===== config.mk =====
export PLATFORM = sky130hd
export DESIGN_NAME = sized_slot_allocator
export DESIGN_NICKNAME = d
export VERILOG_FILES = /design/src/hdl/ssa_pkg.sv /design/src/hdl/sized_slot_allocator.sv /design/src/hdl/ssa_store.sv /design/src/hdl/ssa_ffs.sv
export SDC_FILE = /design/constraint.sdc
export NUM_CORES = 1
export LEC_CHECK = 0
export BUFFER_PORTS_ARGS = -buffer_cell sky130_fd_sc_hd__buf_2
export CELL_PAD_IN_SITES_DETAIL_PLACEMENT = 0
export CELL_PAD_IN_SITES_GLOBAL_PLACEMENT = 1
export CORE_AREA = 2 2 255 207
export CTS_CLUSTER_DIAMETER = 40
export DETAILED_ROUTE_END_ITERATION = 12
export DIE_AREA = 0 0 257 209
export PLACE_DENSITY = 0.74
export SETUP_SLACK_MARGIN = 0.02
export SLEW_MARGIN = 20
export SYNTH_ARGS = -nofsm -noshare
export SYNTH_HDL_FRONTEND = slang
export SYNTH_SLANG_ARGS = --single-unit

===== constraint.sdc =====
create_clock -name clk_i -period 8.2 [get_ports clk_i]
set_clock_uncertainty 0.1 [all_clocks]
set_input_delay 0.41 -clock clk_i [delete_from_list [all_inputs] [get_ports clk_i]]
set_output_delay 0.41 -clock clk_i [all_outputs]
set_load 0.03 [all_outputs]

===== src/hdl/ssa_pkg.sv =====
// Shared types and constants for the sized slot allocator.
package ssa_pkg;

  localparam int unsigned MAX_SLOTS_DEF = 64;
  localparam int unsigned NUM_CLASSES   = 5;
  localparam int unsigned CMD_W         = 2;
  localparam int unsigned CLS_W         = 3;
  localparam int unsigned SLOT_W        = 7;
  localparam int unsigned ST_W          = 3;
  localparam int unsigned IN_W          = 16;
  localparam int unsigned OUT_W         = 16;

  typedef enum logic [CMD_W-1:0] {
    CMD_ADD    = 2'd0,
    CMD_FIND   = 2'd1,
    CMD_OCCUPY = 2'd2,
    CMD_FREE   = 2'd3
  } cmd_e;

  typedef enum logic [ST_W-1:0] {
    ST_OK        = 3'd0,
    ST_BAD_CLASS = 3'd1,
    ST_FULL      = 3'd2,
    ST_NONE_FREE = 3'd3,
    ST_NOT_AVAIL = 3'd4,
    ST_NOT_OCC   = 3'd5
  } status_e;

  typedef enum logic [1:0] {
    S_IDLE,
    S_EXEC,
    S_FIND
  } state_e;

endpackage


===== src/hdl/sized_slot_allocator.sv =====
// Top level of the sized slot allocator: command sequencer and output register.
// Sequence: add, occupy and free read the class memory, then execute in S_EXEC; find
//   does the memory read, then the two-stage free-slot search in S_FIND.
// Throughput: one word in flight, set by the read-modify-write of the class memory;
//   the next is accepted once the previous result loads, which waits while output stalls.
// Reset: all classes empty and nothing occupied, via per-class valid bits at once.
module sized_slot_allocator #(
  parameter int unsigned MAX_SLOTS = ssa_pkg::MAX_SLOTS_DEF
) (
  input  logic                      clk_i,
  input  logic                      rst_ni,
  input  logic                      s_tvalid_i,
  output logic                      s_tready_o,
  // [1:0] command, [4:2] size_class, [11:5] slot_number
  input  logic [ssa_pkg::IN_W-1:0]  s_tdata_i,
  output logic                      m_tvalid_o,
  input  logic                      m_tready_i,
  // [0] ok, [3:1] status, [10:4] slot_result
  output logic [ssa_pkg::OUT_W-1:0] m_tdata_o
);
  import ssa_pkg::*;

  state_e state_q, state_d;

  cmd_e              cmd_q;
  logic [CLS_W-1:0]  cls_q;
  logic              bad_q;
  logic [SLOT_W-1:0] n_q;

  logic [CMD_W-1:0]  in_cmd;
  logic [CLS_W-1:0]  in_cls;
  logic [SLOT_W-1:0] in_n;
  logic              in_bad;
  logic              accept;

  logic [SLOT_W-1:0]    rd_cnt;
  logic [MAX_SLOTS-1:0] rd_map;
  logic                 wr_en;
  logic [SLOT_W-1:0]    wr_cnt;
  logic [MAX_SLOTS-1:0] wr_map;

  logic [MAX_SLOTS-1:0] exist_mask, free_vec, add_sel, n_sel;
  logic                 add_full, n_exists, n_busy;
  logic                 ffs_found;
  logic [SLOT_W-1:0]    ffs_slot;

  logic              go, load_out;
  logic              res_ok;
  status_e           res_st;
  logic [SLOT_W-1:0] res_slot;

  logic              out_vld_q;
  logic              out_ok_q;
  status_e           out_st_q;
  logic [SLOT_W-1:0] out_slot_q;

  assign in_cmd = s_tdata_i[CMD_W-1:0];
  assign in_cls = s_tdata_i[CMD_W +: CLS_W];
  assign in_n   = s_tdata_i[CMD_W+CLS_W +: SLOT_W];
  assign in_bad = in_cls >= CLS_W'(NUM_CLASSES);
  assign accept = s_tvalid_i && s_tready_o;

  always_ff @(posedge clk_i) begin
    if (accept) begin
      cmd_q <= cmd_e'(in_cmd);
      cls_q <= in_cls;
      bad_q <= in_bad;
      n_q   <= in_n;
    end
  end

  ssa_store #(.MAX_SLOTS(MAX_SLOTS)) u_store (
    .clk_i     (clk_i),
    .rst_ni    (rst_ni),
    .rd_en_i   (accept && !in_bad),
    .rd_addr_i (in_cls),
    .rd_cnt_o  (rd_cnt),
    .rd_map_o  (rd_map),
    .wr_en_i   (wr_en),
    .wr_addr_i (cls_q),
    .wr_cnt_i  (wr_cnt),
    .wr_map_i  (wr_map)
  );

  // slot n lives in bit n-1; slots 1..count exist
  always_comb begin
    for (int i = 0; i < MAX_SLOTS; i++) begin
      exist_mask[i] = SLOT_W'(i) < rd_cnt;
    end
  end

  assign free_vec = ~rd_map & exist_mask;
  assign add_full = rd_cnt >= SLOT_W'(MAX_SLOTS);
  assign add_sel  = MAX_SLOTS'(1) << rd_cnt;
  assign n_exists = (n_q != '0) && (n_q <= rd_cnt);
  assign n_sel    = MAX_SLOTS'(1) << (n_q - SLOT_W'(1));
  assign n_busy   = |(rd_map & n_sel);

  ssa_ffs #(.MAX_SLOTS(MAX_SLOTS)) u_ffs (
    .clk_i   (clk_i),
    .free_i  (free_vec),
    .found_o (ffs_found),
    .slot_o  (ffs_slot)
  );

  assign go = !out_vld_q || m_tready_i;

  // next state
  always_comb begin
    state_d = state_q;
    unique case (state_q)
      S_IDLE: begin
        if (s_tvalid_i) begin
          state_d = S_EXEC;
        end
      end
      S_EXEC: begin
        if (cmd_q == CMD_FIND && !bad_q) begin
          state_d = S_FIND;
        end else if (go) begin
          state_d = S_IDLE;
        end
      end
      S_FIND: begin
        if (go) begin
          state_d = S_IDLE;
        end
      end
      default: state_d = S_IDLE;
    endcase
  end

  // outputs of the sequencer
  always_comb begin
    s_tready_o = 1'b0;
    load_out   = 1'b0;
    wr_en      = 1'b0;
    wr_cnt     = rd_cnt;
    wr_map     = rd_map;
    res_ok     = 1'b0;
    res_st     = ST_OK;
    res_slot   = '0;
    unique case (state_q)
      S_IDLE: begin
        s_tready_o = 1'b1;
      end
      S_EXEC: begin
        if (bad_q) begin
          load_out = go;
          res_st   = ST_BAD_CLASS;
        end else begin
          unique case (cmd_q)
            CMD_ADD: begin
              load_out = go;
              if (add_full) begin
                res_st = ST_FULL;
              end else begin
                wr_en    = go;
                wr_cnt   = rd_cnt + SLOT_W'(1);
                wr_map   = rd_map & ~add_sel;
                res_ok   = 1'b1;
                res_slot = rd_cnt + SLOT_W'(1);
              end
            end
            CMD_OCCUPY: begin
              load_out = go;
              if (n_exists && !n_busy) begin
                wr_en  = go;
                wr_map = rd_map | n_sel;
                res_ok = 1'b1;
              end else begin
                res_st = ST_NOT_AVAIL;
              end
            end
            CMD_FREE: begin
              load_out = go;
              if (n_exists && n_busy) begin
                wr_en  = go;
                wr_map = rd_map & ~n_sel;
                res_ok = 1'b1;
              end else begin
                res_st = ST_NOT_OCC;
              end
            end
            default: ;
          endcase
        end
      end
      S_FIND: begin
        load_out = go;
        if (ffs_found) begin
          res_ok   = 1'b1;
          res_slot = ffs_slot;
        end else begin
          res_st = ST_NONE_FREE;
        end
      end
      default: ;
    endcase
  end

  always_ff @(posedge clk_i or negedge rst_ni) begin
    if (!rst_ni) begin
      state_q   <= S_IDLE;
      out_vld_q <= 1'b0;
    end else begin
      state_q <= state_d;
      if (load_out) begin
        out_vld_q <= 1'b1;
      end else if (m_tready_i) begin
        out_vld_q <= 1'b0;
      end
    end
  end

  always_ff @(posedge clk_i) begin
    if (load_out) begin
      out_ok_q   <= res_ok;
      out_st_q   <= res_st;
      out_slot_q <= res_slot;
    end
  end

  assign m_tvalid_o = out_vld_q;
  assign m_tdata_o  = {(OUT_W - 1 - ST_W - SLOT_W)'(0), out_slot_q, out_st_q, out_ok_q};

`ifndef SYNTHESIS
  // one word in flight: no accept right after an accept
  a_one_in_flight: assert property (@(posedge clk_i) disable iff (!rst_ni)
    s_tvalid_i && s_tready_o |=> !s_tready_o)
    else $error("word accepted while previous still in work");

  // ok flag agrees with status
  a_ok_status: assert property (@(posedge clk_i) disable iff (!rst_ni)
    m_tvalid_o |-> (m_tdata_o[0] == (m_tdata_o[3:1] == ST_OK)))
    else $error("ok flag and status disagree");

  // failed commands report slot zero
  a_fail_slot: assert property (@(posedge clk_i) disable iff (!rst_ni)
    m_tvalid_o && !m_tdata_o[0] |-> (m_tdata_o[10:4] == '0))
    else $error("failed command reports a slot");

  // memory is written only while a word is executing
  a_wr_exec: assert property (@(posedge clk_i) disable iff (!rst_ni)
    wr_en |-> (state_q == S_EXEC) && !bad_q)
    else $error("class memory written outside execution");
`endif

endmodule


===== src/hdl/ssa_store.sv =====
// Class state memory: slot count and occupancy map per class, registered read.
module ssa_store #(
  parameter int unsigned MAX_SLOTS = ssa_pkg::MAX_SLOTS_DEF
) (
  input  logic                       clk_i,
  input  logic                       rst_ni,
  input  logic                       rd_en_i,
  input  logic [ssa_pkg::CLS_W-1:0]  rd_addr_i,
  output logic [ssa_pkg::SLOT_W-1:0] rd_cnt_o,
  output logic [MAX_SLOTS-1:0]       rd_map_o,
  input  logic                       wr_en_i,
  input  logic [ssa_pkg::CLS_W-1:0]  wr_addr_i,
  input  logic [ssa_pkg::SLOT_W-1:0] wr_cnt_i,
  input  logic [MAX_SLOTS-1:0]       wr_map_i
);
  import ssa_pkg::*;

  logic [SLOT_W-1:0]    cnt_mem_q [NUM_CLASSES];
  logic [MAX_SLOTS-1:0] map_mem_q [NUM_CLASSES];
  logic [NUM_CLASSES-1:0] vld_q;
  logic [SLOT_W-1:0]    rd_cnt_q;
  logic [MAX_SLOTS-1:0] rd_map_q;
  logic                 rd_vld_q;

  always_ff @(posedge clk_i) begin
    if (wr_en_i) begin
      cnt_mem_q[wr_addr_i] <= wr_cnt_i;
      map_mem_q[wr_addr_i] <= wr_map_i;
    end
    if (rd_en_i) begin
      rd_cnt_q <= cnt_mem_q[rd_addr_i];
      rd_map_q <= map_mem_q[rd_addr_i];
    end
  end

  // an entry never written reads as empty
  always_ff @(posedge clk_i or negedge rst_ni) begin
    if (!rst_ni) begin
      vld_q    <= '0;
      rd_vld_q <= 1'b0;
    end else begin
      if (wr_en_i) begin
        vld_q[wr_addr_i] <= 1'b1;
      end
      if (rd_en_i) begin
        rd_vld_q <= vld_q[rd_addr_i];
      end
    end
  end

  assign rd_cnt_o = rd_vld_q ? rd_cnt_q : '0;
  assign rd_map_o = rd_vld_q ? rd_map_q : '0;

endmodule


===== src/hdl/ssa_ffs.sv =====
// Two-stage lowest-free-slot search: registered per-byte scan, then group select.
module ssa_ffs #(
  parameter int unsigned MAX_SLOTS = ssa_pkg::MAX_SLOTS_DEF
) (
  input  logic                       clk_i,
  input  logic [MAX_SLOTS-1:0]       free_i,
  output logic                       found_o,
  output logic [ssa_pkg::SLOT_W-1:0] slot_o
);
  import ssa_pkg::*;

  localparam int unsigned NGRP  = (MAX_SLOTS + 7) / 8;
  localparam int unsigned PAD_W = NGRP * 8;

  logic [PAD_W-1:0] pad;
  logic [NGRP-1:0]  grp_any_d, grp_any_q;
  logic [2:0]       grp_lo_d [NGRP];
  logic [2:0]       grp_lo_q [NGRP];

  assign pad = PAD_W'(free_i);

  always_comb begin
    for (int g = 0; g < NGRP; g++) begin
      grp_any_d[g] = |pad[g*8 +: 8];
      grp_lo_d[g]  = 3'd0;
      for (int b = 7; b >= 0; b--) begin
        if (pad[g*8 + b]) begin
          grp_lo_d[g] = 3'(b);
        end
      end
    end
  end

  always_ff @(posedge clk_i) begin
    grp_any_q <= grp_any_d;
    for (int g = 0; g < NGRP; g++) begin
      grp_lo_q[g] <= grp_lo_d[g];
    end
  end

  always_comb begin
    slot_o = '0;
    for (int g = NGRP - 1; g >= 0; g--) begin
      if (grp_any_q[g]) begin
        slot_o = SLOT_W'(g * 8) + SLOT_W'(grp_lo_q[g]) + SLOT_W'(1);
      end
    end
  end

  assign found_o = |grp_any_q;

endmodule


==> results of run 1 <==
layout by cell type (no fill, tap or decap), drive strengths merged, types with 6 or more instances in the layout:
cell type and count:
a22oi 12, nand3 53, nand2 176, nor2 79, a21o 6, a21oi 89, o21ai 188, ha 30
a211oi 6, inv 36, edfxtp 450, o21a 19, nand2b 13, nor3 45, dlygate4sd3 10, clkbuf 67
nand4 20, xnor2 6, a31oi 13, nor4 14, dfrtp 9, nor3b 8, o311ai 11, o21bai 9
o22ai 39, and2 17, mux2 77, a21boi 11, clkinv 22, buf 70, mux4 71, dfxtp 32
o31ai 9, o211ai 23, nand3b 6, nor2b 28, and3 9
routing by layer:
layer	up-vias	global-route usage (%)	part of all wire, %
met1	8350	43.2	45
met5	-	0	0
li1	7100	-	-
met3	150	4.57	8.6
met2	837	40.2	43
met4	0	9.12	3.1
how the worst max path moves through the flow:
stage	start	end	cells past startpoint
finish	n_q[0]$_DFFE_PP_	u_store.map_mem_q[0][35]$_DFFE_PP_	12
global route	n_q[0]$_DFFE_PP_	u_store.map_mem_q[3][41]$_DFFE_PP_	12
CTS	n_q[0]$_DFFE_PP_	u_store.map_mem_q[0][12]$_DFFE_PP_	11
detailed placement	n_q[0]$_DFFE_PP_	u_store.map_mem_q[0][41]$_DFFE_PP_	11
global placement	n_q[0]$_DFFE_PP_	u_store.map_mem_q[0][39]$_DFFE_PP_	11
floorplan	u_store.rd_vld_q$_DFFE_PN0P_	u_store.cnt_mem_q[3][0]$_DFFE_PP_	14
per-stage QoR:
step / instance area, µm² / utilization (%) / worst slack, ps / hold slack, ps
final: 26200 / 50.8 / 2420 / 86.9
after global routing: 26200 / 50.8 / 2330 / 84.0
after CTS: 26200 / 50.8 / 2530 / 64.3
after detailed placement: 24200 / 47.1 / 2540 / 191
after global placement: 24200 / 47.1 / 2510 / 181
after floorplan: 23300 / - / 1230 / 14.4
cell type report:
class	instances	area share, %
well taps	693	3.31
flip-flops and latches	491	55.0
inverters	27	0.387
multi-input cells	1170	32.1
clock buffers	67	5.76
repair buffers	80	2.25
clock inverters	35	1.24
worst min-delay path, stage by stage:
cell                      delay [ps]
sky130_fd_sc_hd__buf_2            90
sky130_fd_sc_hd__nor2b_1          60
sky130_fd_sc_hd__a21o_1          170
logic make-up (layout without fill, tap and decap cells):
kind of cell	Yosys count	in the layout
and+or+nand+nor	494	494
buffers and inverters	149	209
AOI/OAI and AO/OA	481	481
muxes	150	150
xor gates and xnor gates	10	10
other	1	5
adders and majority gates	30	30
DFF	491	491
flip-flops by register name, summed over array words and instances (netlist names), 2 cells and up:
name               flops
cls_q                  3
cmd_q                  2
n_q                    7
out_slot_q             7
out_st_q               3
state_q                2
u_ffs.grp_any_q        8
u_ffs.grp_lo_q        24
u_store.cnt_mem_q     35
u_store.map_mem_q    320
u_store.rd_cnt_q       7
u_store.rd_map_q      64
u_store.vld_q          5
power by group:
part	total (µW)	internal, µW	switching [µW]
Combinational	2030	562	1470
Sequential	3360	3100	255
Clock	2420	1420	1000
timing repair:
action / in CTS / in global routing
setup endpoints to repair: 0 / 0
hold buffers: 10 / 0
gates resized for setup: 0 / 0
hold endpoints to repair: 18 / 0
==> summary.md, run 1 <==
| Metric | Value |
|---|---|
| Part of the Yosys area used for sequential elements | `61.7%` |
| Worst setup EP type | `flop` |
| Count of flip-flops with a built-in enable after synthesis | `450` |
| Fraction of the mapped netlist area in simple logic gates | `10.4%` |
| Standard cell with the maximum stage delay on the critical path | `sky130_fd_sc_hd__a2111oi_0` |
| Worst max-slew margin expressed relative to the limit | `23.2%` |
| Kind of cell with the highest combined delay on the critical path | `compound AO/OA/AOI/OAI gates` |
| Number of diodes added for antenna fixing | `0` |
| Combined flip-flop and latch cell area | `14400 µm²` |
| Die width | `257 µm` |
| Async set-reset flop share out of synthesis | `1.83%` |
| Transition time at the pin with the least slew margin | `1150 ps` |
| Maximum clock path buffer count | `3` |
| Maximum Capacitance Violations | `0` |
| Summed instance area of the synthesized netlist | `23300 µm²` |
| Leakage power | `0.00850 µW` |
| Die Area | `53700 µm²` |
| Hold Crit Endpoint | `state_q[0]$_DFFE_PN0P_` |
| Post-route non-filler standard cell count | `2563` |
| Overall die height | `209 µm` |
| Count of final setup violators | `0` |
| Post-Syn Instances | `1806` |
| Critical Path Source Type | `flop` |
| Area growth from synthesis to layout | `12.4%` |
| Global-route wire length before repair | `110 mm` |
| Clk pin slew, worst setup/hold paths | `60 ps` |
| Total power | `7810 µW` |
| Startpoint of the worst-slack reg-to-reg timing path | `n_q[0]$_DFFE_PP_` |
| Library cell with the highest instance count after synthesis | `sky130_fd_sc_hd__edfxtp_1` |
| RSZ-0062 raised after global routing | `no` |
| Area share of the largest cell type after synthesis | `58.0%` |
| XOR/XNOR share of the synthesized area | `0.376%` |
| # DRC | `0` |
| Top-Level Pins | `38` |
| Max incr delay on CP | `740 ps` |
| Synth cell count leaders | `450 x sky130_fd_sc_hd__edfxtp_1, 185 x sky130_fd_sc_hd__o21ai_0, 176 x sky130_fd_sc_hd__nand2_1` |
| R2r setup slk | `2420 ps` |
| Global route overflow | `0` |
| Largest family of logic cells by synthesized area | `compound AO/OA/AOI/OAI gates` |
| Worst min-delay path class | `in -> reg` |
| Setup CP Type | `reg -> reg` |
| Multi-input gate area in the final layout | `8400 µm²` |
| Worst Path Max Fanout | `26` |
| Layout Nets | `1875` |
| Req. time, crit path | `8420 ps` |
| Fraction of layout cells with a size suffix above 1 | `17.3%` |
| Initial DRC count | `1925` |
| Via count of the first global-routing pass | `15800` |
| List of cells traversed by the critical path | `buf_4 -> or4_4 -> mux2_2 -> o2bb2ai_1 -> a2111oi_0 -> o2111ai_1 -> or3_1 -> a31oi_4 -> buf_12 -> buf_4 -> nor4_1 -> o22ai_1` |
| Number of pins with negative max-slew slack in the final report | `0` |
| Clock insertion delay at the later pin of the skew report | `600 ps` |
| Post CTS Setup Buffer Count | `0` |
| Inserted Clock Buffers | `55` |
| Port Buffers | `28` |
| Area of the core region | `51500 µm²` |
| H-tree depth reported by CTS | `2` |
| Detailed-route vias per instance | `6.41` |
| Worst vdd ir | `0.000211 V` |
| Share of the synthesized area in compound gates (AO/OA/AOI/OAI) | `12.6%` |
| Post-Synthesis Mean Instance Area | `12.9 µm²` |
| Cell Pwr Density | `298 nW/µm²` |
| Max Clk Rate | `173 MHz` |
| Pre-antenna DRT Iters | `8` |
| Count of state elements after synthesis | `491` |
| Clock tree from TritonCTS | `done` |
| Cell seen most often among critical-path stages | `sky130_fd_sc_hd__buf_4` |
| Area contributors post-synth | `sky130_fd_sc_hd__edfxtp_1 58%, sky130_fd_sc_hd__mux4_2 6.9%, sky130_fd_sc_hd__o21ai_0 4.0%, sky130_fd_sc_hd__mux2_2 3.7%, sky130_fd_sc_hd__nand2_1 2.8%` |
| Number of antenna-violating nets in the routed design | `0` |
| Share of the clock period used by the worst path | `70.5%` |
| Aggregate routed wire length | `75.2 mm` |
| Cells after DPL | `2451` |
| Final weighted congestion in routability-driven placement | `1.02` |
| Hold_sp | `s_tvalid_i` |
| Post-DR wirelength/cell | `29.4 µm` |
| Data arrival time at the worst-slack endpoint | `6010 ps` |
| Number of fill cells in the layout | `4370` |
| Fin Setup TNS | `0 ps` |
| Final HPWL from detailed placement | `50.7 mm` |
| Clock root cell | `sky130_fd_sc_hd__clkbuf_16` |
| Hold Fails Final Rpt | `0` |
| Total via count in the routed design | `16400` |
| Unique masters post-synth | `76` |
| Clock sinks | `491` |
| Std-Cell Rows | `75` |
| Maximum number of pins on one net before global-route repair | `72` |
| Initial Util | `45.2%` |
| Proportion of synthesized area in mux cells | `10.7%` |
| Final critical-path required period | `5780 ps` |
| Leading register cell type out of synthesis | `sky130_fd_sc_hd__edfxtp_1` |
| GRT Resource Usage Total | `28.0%` |
| CP bufs+invs | `3` |
| Run status | `completed` |
| Number of antenna violations at the first check in global routing | `1` |
| Worst R2R Path Depth | `12` |
| Area leader, netlist | `sky130_fd_sc_hd__edfxtp_1` |
| End of the worst register-to-register path | `u_store.map_mem_q[0][35]$_DFFE_PP_` |
| Number of stages on the worst hold path | `3` |
| Synth Area in Adders | `1.61%` |
| Count of synthesis-stage warnings from yosys | `0` |
Power figures use the tool's default switching activity.
==> run 2: changes to the inputs <==
==> constraint.sdc (replaced) <==
create_clock -name clk_i -period 5 [get_ports clk_i]
set_clock_uncertainty 0.1 [all_clocks]
set_input_delay 0.25 -clock clk_i [delete_from_list [all_inputs] [get_ports clk_i]]
set_output_delay 0.25 -clock clk_i [all_outputs]
set_load 0.03 [all_outputs]
==> run 2 against run 1 <==
Against the previous run: non-clock buffer count increased by 85; global-route usage increased by 0.69 points; hold slack about the same; critical endpoint is now u_store.map_mem_q[1][7]$_DFFE_PP_.
==> summary.md, run 2 (same netlist as run 1, synthesis figures left out) <==
| Metric | Value |
|---|---|
| Run status | `completed` |
| Worst min-delay path class | `in -> reg` |
| Combined flip-flop and latch cell area | `14400 µm²` |
| Overall die height | `209 µm` |
| Clk pin slew, worst setup/hold paths | `60 ps` |
| Max Clk Rate | `206 MHz` |
| Initial Util | `45.2%` |
| Global-route wire length before repair | `112 mm` |
| Number of antenna-violating nets in the routed design | `0` |
| Leakage power | `0.00901 µW` |
| Number of fill cells in the layout | `4348` |
| Maximum Capacitance Violations | `0` |
| Pre-antenna DRT Iters | `8` |
| Final weighted congestion in routability-driven placement | `1.02` |
| Count of final setup violators | `0` |
| Number of antenna violations at the first check in global routing | `4` |
| Count of cells resized by post-cts repair | `0` |
| Maximum clock path buffer count | `3` |
| Worst max-slew margin expressed relative to the limit | `35.0%` |
| Worst vdd ir | `0.000347 V` |
| Critical Path Source Type | `flop` |
| Inserted Clock Buffers | `57` |
| Detailed-route vias per instance | `6.41` |
| Setup CP Type | `reg -> reg` |
| Std-Cell Rows | `75` |
| # DRC | `0` |
| Clock insertion delay at the later pin of the skew report | `620 ps` |
| Clock tree from TritonCTS | `done` |
| GRT Resource Usage Total | `28.7%` |
| Most used cells in the layout excluding fill and tap cells | `450 x sky130_fd_sc_hd__edfxtp_1, 184 x sky130_fd_sc_hd__o21ai_0, 176 x sky130_fd_sc_hd__nand2_1` |
| Share of the clock period used by the worst path | `97.0%` |
| Multi-input gate area in the final layout | `8410 µm²` |
| Maximum number of pins on one net before global-route repair | `48` |
| Cell seen most often among critical-path stages | `sky130_fd_sc_hd__buf_4` |
| Global route overflow | `0` |
| Area growth from synthesis to layout | `16.5%` |
| H-tree depth reported by CTS | `2` |
| Final HPWL from detailed placement | `53.9 mm` |
| Aggregate routed wire length | `77.3 mm` |
| Die Area | `53700 µm²` |
| Largest registers | `u_store.map_mem_q (320), u_store.rd_map_q (64), u_store.cnt_mem_q (35)` |
| Hold Fails Final Rpt | `0` |
| Final worst setup slack | `151 ps` |
| Total via count in the routed design | `17000` |
| Flip-flop count of the largest register after layout | `320` |
| Worst Path Max Fanout | `19` |
| Clock sinks | `491` |
| Transition time at the pin with the least slew margin | `967 ps` |
| Top-Level Pins | `38` |
| Number of pins with negative max-slew slack in the final report | `0` |
| Initial DRC count | `2163` |
| Post CTS Setup Buffer Count | `0` |
| Clock root cell | `sky130_fd_sc_hd__clkbuf_16` |
| Leading cell type in the layout, fill and taps excluded | `sky130_fd_sc_hd__edfxtp_1` |
| Standard cell with the maximum stage delay on the critical path | `sky130_fd_sc_hd__edfxtp_1` |
| Data arrival time at the worst-slack endpoint | `5210 ps` |
| R2r setup slk | `150 ps` |
| Port Buffers | `28` |
| Worst setup EP type | `flop` |
| Fin Setup TNS | `0 ps` |
| Register bank with the most flops | `u_store.map_mem_q` |
| List of cells traversed by the critical path | `nor2b_1 -> mux2_4 -> o2bb2ai_1 -> a2111oi_0 -> buf_4 -> o2111ai_1 -> or3_1 -> nor4_4 -> buf_12 -> buf_4 -> nand2_1 -> o21ai_0 -> buf_4` |
| Final critical-path required period | `4850 ps` |
| RSZ-0062 raised after global routing | `no` |
| Area of the core region | `51500 µm²` |
| Cell Pwr Density | `488 nW/µm²` |
| Die width | `257 µm` |
| Req. time, crit path | `5360 ps` |
| Post-DR wirelength/cell | `29.2 µm` |
| Layout Nets | `1962` |
| Max incr delay on CP | `850 ps` |
| Via count of the first global-routing pass | `16100` |
| Fraction of layout cells with a size suffix above 1 | `21.1%` |
| Dpl ws | `420 ps` |
run 2: routing by layer:
| metal | routed length (µm) | GRT usage (%) | part of all wire [%] | vias to the layer above |
|---|---|---|---|---|
| li1 | - | - | - | 7286 |
| met1 | 34400 | 43.6 | 45 | 8641 |
| met2 | 33700 | 41.8 | 44 | 912 |
| met3 | 7090 | 5.31 | 9.2 | 127 |
| met4 | 2060 | 8.52 | 2.7 | 4 |
| met5 | 27 | 0 | 0.035 | - |
run 2: layout make-up:
type / instances / share of cell area [%]
clock buffers: 62 / 5.49
flip-flops and latches: 491 / 53.0
multi-input cells: 1170 / 31.0
well taps: 693 / 3.20
repair buffers: 165 / 5.15
inverters: 27 / 0.374
diodes: 2 / 0.0185
clock inverters: 39 / 1.75
run 2: power breakdown:
part / internal, µW / switching (µW) / total [µW]
clock: 2500 / 1720 / 4230
sequential: 5090 / 404 / 5490
combinational: 1080 / 2440 / 3520
run 2: final timing paths:
| kind | startpoint | cells after the start | end |
|---|---|---|---|
| hold reg to reg | u_store.vld_q[2]$_DFFE_PN0P_ | 2 | u_store.vld_q[2]$_DFFE_PN0P_ |
| max in group asynchronous | rst_ni | 3 | u_store.rd_vld_q$_DFFE_PN0P_ |
| hold / removal | s_tdata_i[4] | 1 | cls_q[2]$_DFFE_PP_ |
| setup / recovery | n_q[4]$_DFFE_PP_ | 13 | u_store.map_mem_q[1][7]$_DFFE_PP_ |
| setup reg to reg | n_q[4]$_DFFE_PP_ | 13 | u_store.map_mem_q[1][7]$_DFFE_PP_ |
| min in group asynchronous | rst_ni | 3 | u_store.vld_q[4]$_DFFE_PN0P_ |
run 2: worst max-delay path: cells and delay by family (launching register included):
kind / cells / cell delay [ps]
AO/OA/AOI/OAI: 4 / 1230
multiplexers: 1 / 340
flip-flops: 1 / 850
AND/OR/NAND/NOR: 4 / 1360
buffers and inverters: 4 / 800
run 2: per-stage QoR:
| step | hold WS [ps] | instances | power, µW | utilization, % | area [µm²] |
|---|---|---|---|---|---|
| global route | 86.3 | 2647 | 13700 | 52.6 | 27100 |
| detailed placement | 45.8 | 2533 | 8930 | 48.6 | 25000 |
| CTS | 66.0 | 2647 | 13200 | 52.6 | 27100 |
| finish | 87.0 | 2649 | 13200 | 52.6 | 27100 |
| floorplan | -146 | 1810 | 7450 | - | 23400 |
| global placement | 42.1 | 2533 | 8910 | 48.6 | 25000 |
run 2: timing repair:
action,CTS,global route
endpoints found under the setup margin,0,0
endpoints found under the hold margin,21,0
hold buffers,13,0
